--- src/sv/grr_pkg.sv ---
`default_nettype none

package grr_pkg;

  // Defaults for the top-level parameters
  localparam int GLYPH_COUNT_DEF = 96;
  localparam int CELL_HEIGHT_DEF = 16;
  localparam int MAX_DIM_DEF     = 4096;

  // Glyph cells are always one byte wide
  localparam int CELL_WIDTH = 8;

  // Field widths
  localparam int DIM_W    = 13;
  localparam int POS_W    = 12;
  localparam int COLOR_W  = 32;
  localparam int OFFSET_W = 24;
  localparam int CFG_IDX_W = 3;

  // Character code mapping
  localparam logic [7:0] FIRST_CODE    = 8'd32;
  localparam logic [7:0] LAST_CODE     = 8'd127;
  localparam logic [7:0] FALLBACK_CODE = 8'd63;  // question mark

  // Item kinds
  localparam logic KIND_LOAD = 1'b0;
  localparam logic KIND_DRAW = 1'b1;

  // Configuration register indexes
  localparam logic [CFG_IDX_W-1:0] CFG_ENABLED      = 3'd0;
  localparam logic [CFG_IDX_W-1:0] CFG_FRAME_WIDTH  = 3'd1;
  localparam logic [CFG_IDX_W-1:0] CFG_FRAME_HEIGHT = 3'd2;
  localparam logic [CFG_IDX_W-1:0] CFG_LINE_STRIDE  = 3'd3;
  localparam logic [CFG_IDX_W-1:0] CFG_BGR_ORDER    = 3'd4;

  typedef struct packed {
    logic             enabled;
    logic [DIM_W-1:0] frame_width;
    logic [DIM_W-1:0] frame_height;
    logic [DIM_W-1:0] line_stride;
    logic             bgr_order;
  } cfg_t;

  typedef enum logic [1:0] {
    ST_IDLE,
    ST_SETUP,
    ST_RUN
  } seq_state_t;

  // Swap red and blue bytes in BGR mode; the top byte drops there
  function automatic logic [COLOR_W-1:0] to_raw(input logic bgr,
                                                input logic [COLOR_W-1:0] c);
    logic [COLOR_W-1:0] r;
    if (bgr) begin
      r = {8'h00, c[7:0], c[15:8], c[23:16]};
    end else begin
      r = c;
    end
    return r;
  endfunction

endpackage

`default_nettype wire

--- src/sv/grr_cfg_regs.sv ---
`default_nettype none

module grr_cfg_regs #(
  parameter int MAX_DIM = grr_pkg::MAX_DIM_DEF
) (
  input  wire                             clk,
  input  wire                             rst,
  input  wire                             cfg_write_en,
  input  wire  [grr_pkg::CFG_IDX_W-1:0]   cfg_index,
  input  wire  [grr_pkg::DIM_W-1:0]       cfg_data,
  output grr_pkg::cfg_t                   cfg
);
  import grr_pkg::*;

  localparam int FW_RST = (1280 > MAX_DIM) ? MAX_DIM : 1280;
  localparam int FH_RST = (720 > MAX_DIM) ? MAX_DIM : 720;

  logic [DIM_W-1:0] dim_sat;

  // Clamp dimension writes to the largest supported frame
  always_comb begin
    if (32'(cfg_data) > MAX_DIM) begin
      dim_sat = DIM_W'(MAX_DIM);
    end else begin
      dim_sat = cfg_data;
    end
  end

  // Register file, writes to unused indexes drop
  always_ff @(posedge clk) begin
    if (rst) begin
      cfg.enabled      <= 1'b0;
      cfg.frame_width  <= DIM_W'(FW_RST);
      cfg.frame_height <= DIM_W'(FH_RST);
      cfg.line_stride  <= DIM_W'(FW_RST);
      cfg.bgr_order    <= 1'b0;
    end else if (cfg_write_en) begin
      case (cfg_index)
        CFG_ENABLED:      cfg.enabled      <= cfg_data[0];
        CFG_FRAME_WIDTH:  cfg.frame_width  <= dim_sat;
        CFG_FRAME_HEIGHT: cfg.frame_height <= dim_sat;
        CFG_LINE_STRIDE:  cfg.line_stride  <= dim_sat;
        CFG_BGR_ORDER:    cfg.bgr_order    <= cfg_data[0];
        default: ;
      endcase
    end
  end

endmodule

`default_nettype wire

--- config.mk ---
export PLATFORM = sky130hd
export DESIGN_NAME = grr_cfg_regs
export DESIGN_NICKNAME = d
export VERILOG_FILES = /design/src/sv/grr_pkg.sv /design/src/sv/grr_cfg_regs.sv
export SDC_FILE = /design/constraint.sdc
export NUM_CORES = 1
export LEC_CHECK = 0
export ABC_AREA = 1
export BUFFER_PORTS_ARGS = -buffer_cell sky130_fd_sc_hd__buf_2
export CAP_MARGIN = 20
export CORE_MARGIN = 3
export CORE_UTILIZATION = 25
export CTS_BUF_LIST = sky130_fd_sc_hd__clkbuf_16
export DETAILED_ROUTE_END_ITERATION = 6
export PLACE_DENSITY = 0.59
export REMOVE_ABC_BUFFERS = 1
export SETUP_SLACK_MARGIN = 0.15
export SLEW_MARGIN = 20
export SYNTH_ARGS = -nofsm -noshare
export SYNTH_HDL_FRONTEND = slang
export SYNTH_SLANG_ARGS = --single-unit
--- constraint.sdc ---
create_clock -name clk -period 1.1 [get_ports clk]
set_input_delay 0 -clock clk [delete_from_list [all_inputs] [get_ports clk]]
set_output_delay 0 -clock clk [all_outputs]
set_load 0.05 [all_outputs]
# Word level (Yosys, flattened, before mapping)
# Index checks and enable logic that the tools add are counted.
[op_classes]
reduce_logical = 6
muxes = 1
magnitude_cmp = 1
n_eq_ne = 4
[ops]
columns = ["operator", "count"]
rows = [
  ["13-bit > comparator, second input constant", 1],
  ["13-bit 2-to-1 mux", 1],
  ["2-bit AND reduction", 5],
  ["3-bit by 2-bit equality test with 1-bit output, second input constant", 2],
  ["3-bit by 1-bit equality test with 1-bit output, second input constant", 1],
  ["3-bit equality test, second input constant", 1],
  ["3-bit logical NOT", 1],
]
[totals]
output_inout_bits = 41
wordCells = 17
register_bits = 41
inputBits = 19

# Depth between registers and ports, before layout
# Gate-level depths: netlist of run 1.
[depth]
depth_word = 2
depth_mapped = 8
depth_no_buf = 7

# Worst setup path before layout of run 1
# OpenSTA, ideal clock, no wires.
[synth_path]
path_kind = "register to register"
start = "register cfg[10] (netlist name)"
end = "register cfg[10] (netlist bit)"
required_time_ns = 1.030
setup_time_ns = 0.070
path_slack_ns = 0.162
synth_period_minus_slack_ns = 0.938
path_stages_with_launch = 3
n_path_buf = 0
t_arrival_ns = 0.868
cell_sequence = "dfxtp_1 o21ai_0 a21oi_1"
[synth_rtl]
columns = ["item", "line", "rtl"]
rows = [
  ["end, declared", "grr_cfg_regs.sv:11", "output grr_pkg::cfg_t cfg"],
]

# Worst setup path in the final report of run 1
[layout_path]
start = "register cfg[26] (netlist bit)"
end = "output cfg[26] (netlist bit)"
# No word-level cell between the ends.

==> results.py, run 1 <==
metrics = {
    "clock_tree": {
        "h-tree-depth": 2,
        "clk_latency_ns": 0.27,
        "hold_buffers": 0,
        "post_cts_buffers": 0,
        "path_clk_slew_ns": 0.06,
        "cts_made_buffers": 5,
        "ctsResizeCount": 0,
        "clk_path_buf_depth": 2,
        "cts_tree": "done",
        "clock_sinks": 41,
        "clock-root-buffer": "clkbuf_16",
    },
    "critical_path": {
        "worst-path-buf-inv": 1,
        "crit_fanout": 2,
        "crit_chain": "buf_2",
        "arrival_ns": 0.89,
        "cp-end-kind": "primary output",
        "startpoint_type": "flip-flop",
        "slowest_stage": "dfxtp_1",
        "cp_top_family": "flip-flops",
        "required_ns": 1.10,
        "slowest_delay_ns": 0.34,
        "critical_path_class": "flip-flop to primary output",
    },
    "yosys": {
        "seq_area_frac_synth": 0.540,
        "netlist_instances": 180,
        "synth_warnings": 0,
        "yosys_register_bits": 41,
        "ys_types": 18,
        "syn-mean-instance-area_um2": 8.45,
        "syn_area_um2": 1520,
    },
    "power_and_ir_drop": {
        "p_comb_frac": 0.139,
        "p_int_uw": 2470,
        "clkPwrFrac": 0.396,
        "p_leak_uw": 0.000957,
        "power.switching_uw": 878,
        "vdd_drop_max_mv": 0.578,
        "seqPwrFrac": 0.466,
        "finalPower_uw": 3350,
        "p_per_area_nw_per_um2": 1610,
        "p_sw_frac": 0.262,
    },
    "floorplanning": {
        "die_w_um": 84.0,
        "dieArea_um2": 7050,
        "fp.dieH_um": 84.0,
        "rows": 27,
        "ios": 60,
        "start_util": 0.266,
        "core_area_um2": 5710,
    },
    "grt": {
        "grt_max_degree": 34,
        "antenna_found_initial": 0,
        "overflow": 0,
        "first_global_vias": 1374,
        "track_usage": 0.125,
        "grt_pass1_wl_um": 6940,
    },
    "timing": {
        "whs_ns": 0.0302,
        "setup_viol": 0,
        "min_period_ns": 0.894,
        "fin_skew_ns": 0,
        "worst_pin_slew_ns": 0.269,
        "period_share": 0.812,
        "drv_slew": 0,
        "rsz0062_at_grt": "false",
        "fin_tns_setup_ns": 0,
        "hold_viol_final": 0,
        "fmax_ghz": 1.12,
        "relSlewSlack": 0.822,
    },
    "place": {
        "dp_hpwl_um": 3140,
        "place_area_um2": 1950,
        "finalWeightedCongestion": 0.710,
        "portBuffers": 59,
    },
    "drt": {
        "drt-initial-drc-count": 60,
        "vias": 1440,
        "viasPerCell": 4.53,
        "final_antenna_net_count": 0,
        "drc_errors": 0,
        "routed.top_layer": "met4",
        "wirelength_um": 4180,
        "wire_per_inst_um": 13.2,
        "drtPass1Iterations": 4,
        "wl_met1_um": 1980,
        "wl_met3_um": 264,
        "wl_met2_um": 1900,
    },
    "cells_and_area": {
        "drive_gt1_frac": 0.350,
        "fin_nets": 265,
        "largest_register_ffs": 41,
        "fillers": 620,
        "n_antenna_cell": 0,
        "register_area_um2": 821,
        "final_cell_mix": "buf_2, dfxtp_1, a21oi_1",
        "layout_commonest_cell": "buf_2",
        "final_cell_area_um2": 2080,
        "regMostFlops": "cfg",
        "multiInputGateArea_um2": 601,
        "top_regs": "cfg (41)",
        "syn_to_final_growth_pct": 36.7,
    },
    "outcome": {
        "outcome": "finished clean",
    },
    "worst_hold_path": {
        "holdCritPathClass": "input pin to flip-flop",
    },
    "flow_run": {
        "maxCapViolCount": 0,
    },
}
==> cells in the mapped netlist <==
cell type  count  share of area
dfxtp_1       41           0.54
nor2_4         3          0.022
inv_1          4         0.0099
buf_2          4          0.013
o21ai_0       31           0.10
a21oi_2        1         0.0058
clkbuf_1       2         0.0049
nand3_2        1         0.0066
o21ai_2        1         0.0058
nand3_1        4          0.013
a21oi_1       35           0.12
nand2_2        3          0.012
inv_2          3         0.0074
nor2_1        15          0.037
nand2_1       22          0.054
o21ai_1        5          0.016
buf_6          4          0.030
and2_1         1         0.0041
==> final cells by class <==
| class | count | area share |
|---|---|---|
| clock buffer | 5 | 0.0602 |
| clock inverter | 2 | 0.00361 |
| inverter | 7 | 0.0126 |
| multi-input combinational | 122 | 0.289 |
| sequential | 41 | 0.395 |
| tap | 72 | 0.0433 |
| timing repair buffer | 69 | 0.196 |
==> through the flow <==
step	utilization	setup slack, ns	cells
floorplan	-	0.147	170
global placement	0.341	0.0974	311
finish	0.364	0.206	318
CTS	0.364	0.204	318
detailed placement	0.341	0.0686	311
global route	0.364	0.165	318
==> layer usage <==
layer | up-vias | track usage
met5 | - | 0
met1 | 649 | 0.168
li1 | 742 | -
met4 | 0 | 0.0307
met3 | 5 | 0.0454
met2 | 44 | 0.191
==> final timing paths <==
check               from  endpoint  slack [ns]  cells past startpoint
max              cfg[26]   cfg[26]        0.21                      1
min          cfg_data[5]   cfg[19]        0.03                      3
max reg2reg      cfg[27]   cfg[27]        0.43                      2
min reg2reg       cfg[0]    cfg[0]        0.45                      2
==> cells by family (layout without fill, tap and decap cells) <==
| logic type | Yosys count | count (layout) | synth area share |
|---|---|---|---|
| simple gates | 49 | 49 | 0.150 |
| compound gates | 73 | 73 | 0.245 |
| flops | 41 | 41 | 0.540 |
| buf+inv | 17 | 83 | 0.0650 |
==> power by group through the flow <==
stage	registers, uW	clock network, uW	logic [uW]
after floorplan	1770	0	112
after global placement	1590	0	465
after detailed placement	1590	0	468
after CTS	1560	1370	470
after global routing	1570	1460	501
final	1560	1330	465
(Power assumes the default switching activity.)
==> run 2, diff against run 1 <==
--- a/config.mk
+++ b/config.mk
@@ -12,7 +12,7 @@
 export CORE_UTILIZATION = 25
 export CTS_BUF_LIST = sky130_fd_sc_hd__clkbuf_16
 export DETAILED_ROUTE_END_ITERATION = 6
-export PLACE_DENSITY = 0.59
+export PLACE_DENSITY = 0.6
 export REMOVE_ABC_BUFFERS = 1
 export SETUP_SLACK_MARGIN = 0.15
 export SLEW_MARGIN = 20
==> constraint.sdc (replaced) <==
create_clock -name clk -period 0.8 [get_ports clk]
set_input_delay 0 -clock clk [delete_from_list [all_inputs] [get_ports clk]]
set_output_delay 0 -clock clk [all_outputs]
set_load 0.05 [all_outputs]
==> run 2 against run 1 <==
The run now ends with hold timing left. Power grew 54%. Count of clock-buffer cells in the layout unchanged. Critical path depth is the same. Via count grew 15%. Largest power group unchanged. Combinational power up 130%. Sequential power is 40% higher. Critical path type unchanged.
==> results.py, run 2 (synthesis gave the netlist of run 1 again) <==
metrics = {
    "outcome": {
        "outcome": "finished with violations",
        "violations": "hold timing",
    },
    "timing": {
        "fin_skew_ns": 0,
        "min_period_ns": 0.786,
        "fin_tns_setup_ns": 0,
        "setup_viol": 0,
        "drv_slew": 0,
        "whs_ns": -0.0220,
        "worst_pin_slew_ns": 0.248,
        "rsz0062_at_grt": "true",
        "fmax_ghz": 1.27,
        "period_share": 0.983,
        "hold_viol_final": 8,
        "relSlewSlack": 0.833,
    },
    "place": {
        "dp_hpwl_um": 3140,
        "finalWeightedCongestion": 0.774,
        "place_area_um2": 2010,
        "portBuffers": 59,
    },
    "grt": {
        "track_usage": 0.157,
        "grt_max_degree": 30,
        "first_global_vias": 1690,
        "antenna_found_initial": 0,
        "overflow": 0,
        "grt_pass1_wl_um": 8700,
    },
    "drt": {
        "viasPerCell": 4.77,
        "final_antenna_net_count": 0,
        "wire_per_inst_um": 16.3,
        "vias": 1661,
        "drc_errors": 0,
        "drtPass1Iterations": 4,
        "drt-initial-drc-count": 28,
        "wirelength_um": 5660,
    },
    "clock_tree": {
        "clock-root-buffer": "clkbuf_16",
        "h-tree-depth": 2,
        "clk_latency_ns": 0.27,
        "cts_made_buffers": 5,
        "cts_tree": "done",
        "path_clk_slew_ns": 0.06,
        "clk_path_buf_depth": 2,
        "clock_sinks": 41,
    },
    "critical_path": {
        "required_ns": 0.80,
        "slowest_stage": "dfxtp_2",
        "cp_top_family": "flip-flops",
        "r2r-end": "cfg[18]",
        "r2r_setup_slack_ns": 0.04,
        "crit_chain": "buf_8",
        "arrival_ns": 0.79,
        "cp.depth": 1,
        "critical_path_class": "flip-flop to primary output",
        "rr_worst_depth": 3,
        "worst-path-buf-inv": 1,
        "cp-end-kind": "primary output",
        "startpoint_type": "flip-flop",
        "crit_fanout": 2,
        "slowest_delay_ns": 0.36,
        "r2r_start": "cfg[18]",
    },
    "cells_and_area": {
        "final_cell_mix": "buf_8, dfxtp_2, o21ai_1",
        "top_regs": "cfg (41)",
        "fin_nets": 294,
        "final_cell_area_um2": 3210,
        "syn_to_final_growth_pct": 111,
        "n_antenna_cell": 0,
        "largest_register_ffs": 41,
        "drive_gt1_frac": 0.732,
        "regMostFlops": "cfg",
        "layout_commonest_cell": "buf_8",
    },
    "floorplanning": {
        "core_area_um2": 5710,
        "ios": 60,
        "dieArea_um2": 7050,
        "fp.dieH_um": 84.0,
        "rows": 27,
        "start_util": 0.266,
        "die_w_um": 84.0,
    },
    "power_and_ir_drop": {
        "p_int_uw": 3750,
        "power.switching_uw": 1430,
        "p_comb_frac": 0.208,
        "finalPower_uw": 5180,
        "p_leak_uw": 0.00134,
        "vdd_drop_max_mv": 0.963,
        "seqPwrFrac": 0.424,
        "p_per_area_nw_per_um2": 1610,
        "p_sw_frac": 0.277,
        "clkPwrFrac": 0.368,
    },
    "worst_hold_path": {
        "hold_path_depth": 3,
        "holdCritStartpoint": "cfg_data[6]",
        "holdCritPathClass": "input pin to flip-flop",
        "whs_endpoint": "cfg[7]",
    },
    "flow_run": {
        "maxCapViolCount": 0,
    },
}
run 2: cell types whose count changed in the layout (fill, tap and decap cells not counted), moves of 8 or more:
cell and change:
a21oi_2 +19, o21ai_1 +21, buf_6 +23, a21oi_1 -20, nand2_4 +9, dfxtp_2 +41, buf_2 -50, dfxtp_1 -41
o21ai_0 -25, nand2_1 -15, buf_8 +44, buf_4 +8
run 2: stage by stage:
stage                     worst slack [ns]  std cells  utilization
after floorplan                     -0.153        170            -
after global placement              -0.217        320        0.353
after detailed placement            -0.213        320        0.353
after CTS                           0.0155        344        0.521
after global routing               -0.0406        348        0.563
final                               0.0138        348        0.563
run 2: layer usage:
layer | wire (um) | up-vias | part of all wire | GRT usage
met5 | 0 | - | 0 | 0
met4 | 19 | 0 | 0.0034 | 0.0307
met3 | 275 | 2 | 0.049 | 0.0415
met2 | 2880 | 47 | 0.51 | 0.262
met1 | 2480 | 804 | 0.44 | 0.204
li1 | - | 808 | - | -
run 2: timing repair:
action | CTS | global route
pin swaps | 14 | 14
hold endpoints to repair | 7 | 6
endpoints found under the setup margin | 74 | 80
gates resized for setup | 231 | 63
buffers inserted | 10 | 5
cloned | 6 | 0
run 2: final cells by class:
class	instances	area, um2
clock buffers	5	125
inverters	7	36.3
fillers	480	2500
multi-input cells	122	827
clock inverters	3	13.8
well taps	72	90.1
repair buffers	98	1250
flip-flops and latches	41	872
run 2: worst max path at each step:
| stage | start | end | slack [ns] |
|---|---|---|---|
| after global routing | cfg_write_en | cfg[21] | -0.04 |
| after global placement | cfg_data[0] | cfg[8] | -0.22 |
| after floorplan | cfg_write_en | cfg[35] | -0.15 |
| final | cfg[22] | cfg[22] | 0.01 |
| after CTS | cfg[18] | cfg[18] | 0.02 |
| after detailed placement | cfg_data[0] | cfg[33] | -0.21 |
run 2: power groups by stage:
stage	registers, uW	clock network, uW	logic, uW
floorplan	2430	0	154
global placement	2190	0	667
detailed placement	2190	0	670
CTS	2190	1950	969
global route	2200	2010	1130
finish	2190	1910	1080
