[src/sv/grr_pkg.sv]
`default_nettype none

package grr_pkg;

  // Defaults for the top-level parameters
  localparam int GLYPH_COUNT_DEF = 96;
  localparam int CELL_HEIGHT_DEF = 16;
  localparam int MAX_DIM_DEF     = 4096;

  // Glyph cells are always one byte wide
  localparam int CELL_WIDTH = 8;

  // Field widths
  localparam int DIM_W    = 13;
  localparam int POS_W    = 12;
  localparam int COLOR_W  = 32;
  localparam int OFFSET_W = 24;
  localparam int CFG_IDX_W = 3;

  // Character code mapping
  localparam logic [7:0] FIRST_CODE    = 8'd32;
  localparam logic [7:0] LAST_CODE     = 8'd127;
  localparam logic [7:0] FALLBACK_CODE = 8'd63;  // question mark

  // Item kinds
  localparam logic KIND_LOAD = 1'b0;
  localparam logic KIND_DRAW = 1'b1;

  // Configuration register indexes
  localparam logic [CFG_IDX_W-1:0] CFG_ENABLED      = 3'd0;
  localparam logic [CFG_IDX_W-1:0] CFG_FRAME_WIDTH  = 3'd1;
  localparam logic [CFG_IDX_W-1:0] CFG_FRAME_HEIGHT = 3'd2;
  localparam logic [CFG_IDX_W-1:0] CFG_LINE_STRIDE  = 3'd3;
  localparam logic [CFG_IDX_W-1:0] CFG_BGR_ORDER    = 3'd4;

  typedef struct packed {
    logic             enabled;
    logic [DIM_W-1:0] frame_width;
    logic [DIM_W-1:0] frame_height;
    logic [DIM_W-1:0] line_stride;
    logic             bgr_order;
  } cfg_t;

  typedef enum logic [1:0] {
    ST_IDLE,
    ST_SETUP,
    ST_RUN
  } seq_state_t;

  // Swap red and blue bytes in BGR mode; the top byte drops there
  function automatic logic [COLOR_W-1:0] to_raw(input logic bgr,
                                                input logic [COLOR_W-1:0] c);
    logic [COLOR_W-1:0] r;
    if (bgr) begin
      r = {8'h00, c[7:0], c[15:8], c[23:16]};
    end else begin
      r = c;
    end
    return r;
  endfunction

endpackage

`default_nettype wire

[src/sv/grr_draw_seq.sv]
`default_nettype none

module grr_draw_seq #(
  parameter int GLYPH_COUNT = grr_pkg::GLYPH_COUNT_DEF,
  parameter int CELL_HEIGHT = grr_pkg::CELL_HEIGHT_DEF,
  parameter int AW          = 11
) (
  input  wire                               clk,
  input  wire                               rst,
  input  grr_pkg::cfg_t                     cfg,
  // input channel
  input  wire                               in_valid,
  output logic                              in_stall,
  input  wire                               kind,
  input  wire  [6:0]                        glyph_index,
  input  wire  [3:0]                        glyph_row,
  input  wire  [7:0]                        row_bits,
  input  wire  [grr_pkg::POS_W-1:0]         pos_x,
  input  wire  [grr_pkg::POS_W-1:0]         pos_y,
  input  wire  [7:0]                        char_code,
  input  wire  [grr_pkg::COLOR_W-1:0]       fore_color,
  input  wire  [grr_pkg::COLOR_W-1:0]       back_color,
  // font store port
  output logic                              mem_we,
  output logic [AW-1:0]                     mem_waddr,
  output logic [7:0]                        mem_wdata,
  output logic                              mem_re,
  output logic [AW-1:0]                     mem_raddr,
  input  wire  [7:0]                        mem_rdata,
  // output channel
  output logic                              out_valid,
  input  wire                               out_stall,
  output logic [grr_pkg::OFFSET_W-1:0]      word_offset,
  output logic [7:0][grr_pkg::COLOR_W-1:0]  pix,
  output logic                              last_row
);
  import grr_pkg::*;

  localparam int RW = (CELL_HEIGHT > 1) ? $clog2(CELL_HEIGHT) : 1;

  seq_state_t state, state_next;

  logic                accept;
  logic                draw_ok;
  logic                issue;
  logic                row_is_last;
  logic [7:0]          glyph_sel;

  // per-character working registers
  logic [POS_W-1:0]    px;
  logic [OFFSET_W-1:0] prod;
  logic [OFFSET_W-1:0] offset;
  logic [AW-1:0]       base;
  logic [RW-1:0]       row;
  logic [COLOR_W-1:0]  fg;
  logic [COLOR_W-1:0]  bg;

  // output sidecar registers, aligned with mem_rdata
  logic [COLOR_W-1:0]  out_fg;
  logic [COLOR_W-1:0]  out_bg;

  assign in_stall    = (state != ST_IDLE);
  assign accept      = in_valid && (state == ST_IDLE);
  assign issue       = (state == ST_RUN) && (!out_valid || !out_stall);
  assign row_is_last = (row == RW'(CELL_HEIGHT - 1));

  // Reject when disabled or when the cell crosses the frame edge
  assign draw_ok = (kind == KIND_DRAW) && cfg.enabled &&
                   ((14'(pos_x) + 14'(CELL_WIDTH)) <= 14'(cfg.frame_width)) &&
                   ((14'(pos_y) + 14'(CELL_HEIGHT)) <= 14'(cfg.frame_height));

  // Map the character code to a glyph, falling back to the question mark, then to glyph 0
  always_comb begin
    if (char_code >= FIRST_CODE && char_code <= LAST_CODE) begin
      glyph_sel = char_code - FIRST_CODE;
    end else begin
      glyph_sel = FALLBACK_CODE - FIRST_CODE;
    end
    if (32'(glyph_sel) >= GLYPH_COUNT) begin
      glyph_sel = FALLBACK_CODE - FIRST_CODE;
    end
    if (32'(glyph_sel) >= GLYPH_COUNT) begin
      glyph_sel = 8'd0;
    end
  end

  // Font loads write straight into the store; out-of-range glyphs and rows drop
  assign mem_we    = accept && (kind == KIND_LOAD) &&
                     (32'(glyph_index) < GLYPH_COUNT) &&
                     (32'(glyph_row) < CELL_HEIGHT);
  assign mem_waddr = AW'(32'(glyph_index) * CELL_HEIGHT + 32'(glyph_row));
  assign mem_wdata = row_bits;

  // Glyph row reads, one per free output slot
  assign mem_re    = issue;
  assign mem_raddr = base + AW'(row);

  // State register
  always_ff @(posedge clk) begin
    if (rst) begin
      state <= ST_IDLE;
    end else begin
      state <= state_next;
    end
  end

  // Next state
  always_comb begin
    state_next = state;
    case (state)
      ST_IDLE: begin
        if (accept && draw_ok) begin
          state_next = ST_SETUP;
        end
      end
      ST_SETUP: state_next = ST_RUN;
      ST_RUN: begin
        if (issue && row_is_last) begin
          state_next = ST_IDLE;
        end
      end
      default: state_next = ST_IDLE;
    endcase
  end

  // Capture the character and step through its rows
  always_ff @(posedge clk) begin
    if (accept && draw_ok) begin
      px   <= pos_x;
      prod <= OFFSET_W'(25'(pos_y) * 25'(cfg.line_stride));
      base <= AW'(32'(glyph_sel) * CELL_HEIGHT);
      row  <= '0;
      fg   <= to_raw(cfg.bgr_order, fore_color);
      bg   <= to_raw(cfg.bgr_order, back_color);
    end else if (state == ST_SETUP) begin
      offset <= prod + OFFSET_W'(px);
    end else if (issue) begin
      offset <= offset + OFFSET_W'(cfg.line_stride);
      row    <= row + RW'(1);
    end
  end

  // Output stage: load the sidecar with each row read
  always_ff @(posedge clk) begin
    if (issue) begin
      word_offset <= offset;
      last_row    <= row_is_last;
      out_fg      <= fg;
      out_bg      <= bg;
    end
  end

  always_ff @(posedge clk) begin
    if (rst) begin
      out_valid <= 1'b0;
    end else if (issue) begin
      out_valid <= 1'b1;
    end else if (!out_stall) begin
      out_valid <= 1'b0;
    end
  end

  // Expand the row bitmap, bit 7 leftmost
  always_comb begin
    for (int c = 0; c < CELL_WIDTH; c++) begin
      pix[c] = mem_rdata[CELL_WIDTH - 1 - c] ? out_fg : out_bg;
    end
  end

endmodule

`default_nettype wire

[config.mk]
export PLATFORM = sky130hd
export DESIGN_NAME = grr_draw_seq
export DESIGN_NICKNAME = d
export VERILOG_FILES = /design/src/sv/grr_pkg.sv /design/src/sv/grr_draw_seq.sv
export SDC_FILE = /design/constraint.sdc
export NUM_CORES = 1
export LEC_CHECK = 0
export BUFFER_PORTS_ARGS = -buffer_cell sky130_fd_sc_hd__buf_4
export CORE_ASPECT_RATIO = 1.2
export CORE_MARGIN = 3
export CORE_UTILIZATION = 50
export CTS_BUF_LIST = sky130_fd_sc_hd__clkbuf_16
export DETAILED_ROUTE_END_ITERATION = 12
export PLACE_DENSITY = 0.76
export SYNTH_ARGS = -nofsm -noshare
export SYNTH_HDL_FRONTEND = slang
export SYNTH_SLANG_ARGS = --single-unit
[constraint.sdc]
create_clock -name clk -period 7.35 [get_ports clk]
set_clock_uncertainty 0.2 [all_clocks]
set_input_delay 0 -clock clk [delete_from_list [all_inputs] [get_ports clk]]
set_output_delay 0 -clock clk [all_outputs]
set_load 0.02 [all_outputs]
# Word level (Yosys, flattened, before mapping)
# Cells that the tools add are included.
[word_totals] ff_bits=227 input_bits=169 out_inout_bits=315
[classes] add_sub_neg=8 n_mul=1 n_lt_le_gt_ge=7 eq_ne=6 n_mux=19 n_bitwise=3 reduce_logical=19
[op_table] operator="32-bit two-way mux" n=8
[op_table] operator="24-bit two-way mux" n=4
[op_table] operator="13-bit less-or-equal comparator" n=2
[op_table] operator="24-bit by 12-bit adder with 24-bit output" n=1
[op_table] operator="24-bit by 13-bit adder with 24-bit output" n=1
[op_table] operator="12-bit by 13-bit multiplier with 24-bit output" n=1
[op_table] operator="11-bit by 4-bit adder with 11-bit output" n=2
[op_table] operator="8-bit by 7-bit >= comparator with 1-bit output (second input constant)" n=2
[op_table] operator="8-bit two-way mux" n=2
[op_table] operator="12-bit by 4-bit adder with 13-bit output (second input constant)" n=1
[op_table] operator="12-bit by 5-bit adder with 13-bit output (second input constant)" n=1
[op_table] operator="1-bit logical AND" n=10
[op_table] operator="8-bit by 6-bit >= comparator with 1-bit output (second input constant)" n=1
[op_table] operator="8-bit by 7-bit less-or-equal comparator with 1-bit output (second input constant)" n=1
[op_table] operator="8-bit by 6-bit subtractor with 8-bit output (second input constant)" n=1
[op_table] operator="7-bit < comparator (second input constant)" n=1
[op_table] operator="2-bit by 1-bit inequality test with 1-bit output (second input constant)" n=3
[op_table] operator="2-bit one-hot mux with 3 select lines" n=1
[op_table] operator="2-bit AND reduction" n=3
[op_table] operator="4-bit by 1-bit adder with 4-bit output (second input constant)" n=1
[op_table] operator="4-bit == test (second input constant)" n=1
[op_table] operator="2-bit two-way mux" n=2
[op_table] operator="2-bit nonzero test" n=2
[op_table] operator="1-bit inverter" n=3
[op_table] operator="other kinds (6)" n=8

# Longest topological paths before layout
[depth] word_depth=7 depth_mapped=21

# Least setup slack after synthesis
# No wires, ideal clock.
[synth_timing] path_type="register to register" from="register state[0]" to="register offset[0], enable pin" setup_ps=384 arrival_time_ps=6258 required_time_ps=6766 slack_ps=508 path_stages_with_launch=4 path_cell_list="dfxtp_1 -> nand2b_1 -> a21oi_1 -> nand2b_1"
[synth_via] word_cells_on_any_way=9
[synth_rtl] item="start, declared" line_no="grr_draw_seq.sv:41" text="seq_state_t state, state_next;"
[synth_rtl] item="start signal, assigned" line_no="grr_draw_seq.sv:103" text="state <= state_next;"
[synth_rtl] item="2-bit == test" line_no="grr_draw_seq.sv:64" text="assign issue = (state == ST_RUN) && (!out_valid || !out_stall);"
[synth_rtl] item="1-bit logical AND" line_no="grr_draw_seq.sv:64"
[synth_rtl] item="via mem_re" line_no="grr_draw_seq.sv:27" text="output logic mem_re,"
[synth_rtl] item="2-bit nonzero test (no source line)"
[synth_rtl] item="2-bit AND reduction (no source line)"
[synth_rtl] item="end signal, assigned" line_no="grr_draw_seq.sv:136" text="offset <= prod + OFFSET_W'(px);"
[synth_rtl] item="end signal, assigned" line_no="grr_draw_seq.sv:138" text="offset <= offset + OFFSET_W'(cfg.line_stride);"
[synth_rtl] item="end, declared" line_no="grr_draw_seq.sv:52" text="logic [OFFSET_W-1:0] offset;"
# The timed path passes the listed nets, and every way through them passes these cells.
# A chain may end at the register's enable or synchronous reset.

# Final worst setup path
[layout_timing] from="input port cfg[4] in the netlist's numbering" to="register prod[23] (data pin)"
[layout_via] elab_chain_len=1
[layout_rtl] item="start, declared" line_no="grr_draw_seq.sv:10" text="input grr_pkg::cfg_t cfg,"
[layout_rtl] item="12-bit by 13-bit multiplier with 24-bit output" line_no="grr_draw_seq.sv:130" text="prod <= OFFSET_W'(25'(pos_y) * 25'(cfg.line_stride));"
[layout_rtl] item="end signal, assigned" line_no="grr_draw_seq.sv:130"
[layout_rtl] item="end, declared" line_no="grr_draw_seq.sv:51" text="logic [OFFSET_W-1:0] prod;"
# Every way passes these cells.

==> parameters.txt <==
Parameter                              Value

Final layout
  Area growth syn-to-layout    33.2%
  Post-layout instance area    around 24,000 um2
  Final net count    2,556
  Layout cells sized above 1    35.9%

Timing
  Min Tclk post-route    5.57 ns
  Count of endpoints failing setup in the final report    0
  Slew margin rel.    33.5%
  Final Hold Fails    0
  Setup repair after global routing missed its margin    no
  Number of pins with negative max-slew slack in the final report    0
  Slew at the pin closest to its max-slew limit    0.996 ns
  Setup tns final    0 ns
  Maximum achievable frequency    0.180 GHz
  Period utilization    75.8%

Floorplanning
  Core footprint    35,900 um2
  Std cell rows    76
  Die extent in y    215 um
  Top-level I/O count    between 400 and 500
  Die Width    approximately 180 um
  Die outline area    38,800 um2
  Starting density of the core    50.8%

Setup path
  Critical path destination    prod[23]
  Critical Path Start    cfg[4]
  Length in cells of the worst reg-to-reg path    10
  Arrival time of the worst setup path    5.62 ns
  Kind of launch point of the worst setup path    input pin
  Kind of critical path    in2reg
  R2R Path End    offset[22]
  R2r startpoint    offset[0]
  Largest fanout on the critical path    13
  Kind of end point of the critical path    flop
  Flop2flop setup slack    approximately 4.1 ns
  Critical Path RT    7.40 ns

Placed design
  Number of port buffers    449
  Gpl congestion    0.940
  Placement Cell Area    about 22,000 um2
  Placed wire-length estimate    42,000 um

Synth
  Combined area of all synthesized cells    18,300 um2
  Cell count after synthesis    1,602
  Fraction of registers with async set or reset after synthesis    0%
  Count of different cell masters after synthesis    54
  Fraction of the yosys area taken by sequential cells    37.0%
  Nets in the synthesized netlist    1,997
  Leading area contributor after synthesis    sky130_fd_sc_hd__edfxtp_1
  Synth area leaders    sky130_fd_sc_hd__edfxtp_1 36%, sky130_fd_sc_hd__mux2_2 18%, sky130_fd_sc_hd__fa_1 12%
  Register bit count reported by yosys    227
  Most used flip-flop cell after synthesis    sky130_fd_sc_hd__edfxtp_1
  Synthesis Warnings    0
  Number of synthesized flops with an enable pin    220
  List of most frequent post-synthesis cells    289 x sky130_fd_sc_hd__mux2_2, 220 x sky130_fd_sc_hd__edfxtp_1, 198 x sky130_fd_sc_hd__inv_1
  Average instance area after synthesis    11.4 um2
  Top-area cell type share of the netlist area    a little over a third
  Most frequent cell after synthesis    sky130_fd_sc_hd__mux2_2

Clock network
  Source-to-sink clock delay at the later pin of the worst-skew pair    0.53 ns
  CTS tree    built
  H-tree level count    1
  Number of clock buffers inserted by TritonCTS    23
  Clock Sink Count    227
  Clock Tree Root    sky130_fd_sc_hd__clkbuf_16
  Setup bufs post-CTS    0
  Deepest clock path buffer count    3
  Count of hold buffers inserted by post-cts repair    169
  Post-cts sizing count    0
  Clock-pin slew on the worst setup and hold paths    roughly 0.06 ns

Outcome
  Outcome    completed

Global routing
  Largest net degree at the start of global routing    just under 90
  Aggregate global routing overflow    0
  Wire length of the first global-routing pass    87,600 um
  Overall Global Routing Usage    28.7%
  Number of antenna violations at the first check in global routing    4
  Number of global-route vias before repair    approximately 15,000

Power
  Leakage dissipation    0.0108 uW
  Power per Cell Area    226 nW/um2
  Largest vdd supply drop    0.179 mV

Routing
  Vias after detailed routing    14,700
  Vias per cell    5.54
  1st-pass router iterations    7
  Routed wire length    57,500 um
  Number of remaining DRC errors    0
  Final antenna-violating net count    0
  Avg WL per Cell    21.7 um
  DRC violation total after the first TritonRoute iteration    880

Flow run
  Number of maximum-capacitance constraint violations    0

Worst hold path
  Hold WC Path Type    in2reg
-- final cells by class --
cell class | instances | area (um2)
clock inverter | 18 | 161
multi-input combinational | 1088 | 10400
timing repair buffer | 623 | 5110
clock buffer | 23 | 576
tap | 468 | 586
fill | 2662 | 11600
inverter | 198 | 743
antenna | 5 | 12.5
sequential | 227 | 6750
-- kinds of logic (layout without fill, tap and decap cells) --
logic type	after synthesis	in the layout	synth area share, %
AO/OA/AOI/OAI	141	141	5.06
XOR/XNOR	76	76	3.65
adder cells (fa/ha/maj)	226	226	20.1
buffers and inverters	287	862	6.29
flip-flops	227	227	37.0
multiplexers	302	302	18.5
other	0	5	0
AND/OR/NAND/NOR	343	343	9.43
-- placed cells by master (no fill, tap or decap), types with 4 or more instances in the layout --
master / Yosys / routed
sky130_fd_sc_hd__o21a_1: 5 / 5
sky130_fd_sc_hd__xnor2_1: 42 / 42
sky130_fd_sc_hd__inv_1: 198 / 202
sky130_fd_sc_hd__a211oi_1: 10 / 10
sky130_fd_sc_hd__diode_2: 0 / 5
sky130_fd_sc_hd__nor2_1: 36 / 36
sky130_fd_sc_hd__nor4_1: 5 / 5
sky130_fd_sc_hd__and2_1: 62 / 62
sky130_fd_sc_hd__dfxtp_1: 7 / 7
sky130_fd_sc_hd__dlygate4sd3_1: 0 / 169
sky130_fd_sc_hd__clkinv_2: 0 / 5
sky130_fd_sc_hd__nand4_1: 16 / 16
sky130_fd_sc_hd__clkbuf_16: 0 / 23
sky130_fd_sc_hd__mux2_2: 289 / 289
sky130_fd_sc_hd__o21ai_0: 15 / 15
sky130_fd_sc_hd__xor2_1: 34 / 34
sky130_fd_sc_hd__a31oi_1: 6 / 6
sky130_fd_sc_hd__fa_1: 111 / 111
sky130_fd_sc_hd__edfxtp_1: 220 / 220
sky130_fd_sc_hd__nand3_1: 19 / 19
sky130_fd_sc_hd__o21ai_1: 11 / 11
sky130_fd_sc_hd__ha_1: 115 / 115
sky130_fd_sc_hd__mux2i_1: 13 / 13
sky130_fd_sc_hd__clkinv_1: 0 / 4
sky130_fd_sc_hd__a21oi_1: 41 / 40
sky130_fd_sc_hd__and3_1: 12 / 12
sky130_fd_sc_hd__nand2b_1: 17 / 17
sky130_fd_sc_hd__nor2b_1: 22 / 22
sky130_fd_sc_hd__buf_4: 19 / 453
sky130_fd_sc_hd__nand2_1: 136 / 136
sky130_fd_sc_hd__a21o_1: 27 / 27
-- registers in the layout (all words and copies together) (netlist names) --
| signal | count |
|---|---|
| prod | 24 |
| out_valid | 1 |
| base | 7 |
| fg | 32 |
| state | 2 |
| out_bg | 32 |
| offset | 24 |
| px | 12 |
| bg | 32 |
| word_offset | 24 |
| last_row | 1 |
| row | 4 |
| out_fg | 32 |
-- per-stage QoR --
step	hold WS [ns]	setup WS [ns]	power (uW)	utilization [%]	instances
4_1_cts	0.000108	1.81	5520	67.6	2645
3_3_place_gp	-0.200	1.84	4160	60.8	2435
6_report	0.0152	1.78	5500	67.6	2650
2_1_floorplan	-0.131	0.508	3590	-	1602
3_5_place_dp	-0.200	1.78	4240	60.8	2435
5_1_grt	0.0137	1.57	5900	67.6	2649
-- how the worst min path moves through the flow --
stage               depth (start not counted)  slack (ns)      startpoint            to
finish                                      2        0.02        pos_x[8]         px[8]
global route                                2        0.01  back_color[13]        bg[13]
CTS                                         2      0.0001  back_color[13]        bg[13]
detailed placement                          0       -0.20  glyph_index[1]  mem_waddr[5]
global placement                            0       -0.20  glyph_index[1]  mem_waddr[5]
floorplan                                   1       -0.13             rst     out_valid
-- routing by layer --
| layer | vias up | track usage (%) | routed length (um) |
|---|---|---|---|
| li1 | 6636 | - | - |
| met1 | 7222 | 33.9 | 21300 |
| met2 | 674 | 51.6 | 29500 |
| met3 | 136 | 5.91 | 4690 |
| met4 | 0 | 10.2 | 2000 |
| met5 | - | 0 | 0 |
-- worst max-delay path, cell delays in order --
cell	delay, ns
sky130_fd_sc_hd__dlygate4sd3_1	0.53
sky130_fd_sc_hd__buf_4	0.19
sky130_fd_sc_hd__and2_1	0.16
sky130_fd_sc_hd__fa_1	0.53
sky130_fd_sc_hd__inv_1	0.05
sky130_fd_sc_hd__fa_1	0.47
sky130_fd_sc_hd__inv_1	0.06
sky130_fd_sc_hd__fa_1	0.50
sky130_fd_sc_hd__fa_1	0.54
sky130_fd_sc_hd__inv_1	0.05
sky130_fd_sc_hd__fa_1	0.53
sky130_fd_sc_hd__inv_1	0.04
sky130_fd_sc_hd__ha_1	0.34
sky130_fd_sc_hd__and2_1	0.22
sky130_fd_sc_hd__a221o_1	0.37
sky130_fd_sc_hd__a221oi_1	0.36
sky130_fd_sc_hd__o2111a_1	0.33
sky130_fd_sc_hd__o21ai_1	0.10
sky130_fd_sc_hd__a21oi_1	0.18
sky130_fd_sc_hd__xnor2_1	0.08
-- report_power, final --
group | switching [uW] | internal [uW] | total, uW
Clock | 491 | 674 | 1170
Sequential | 55.2 | 1600 | 1660
Combinational | 1470 | 1210 | 2680
No activity file was read; power rests on OpenSTA's default activity.
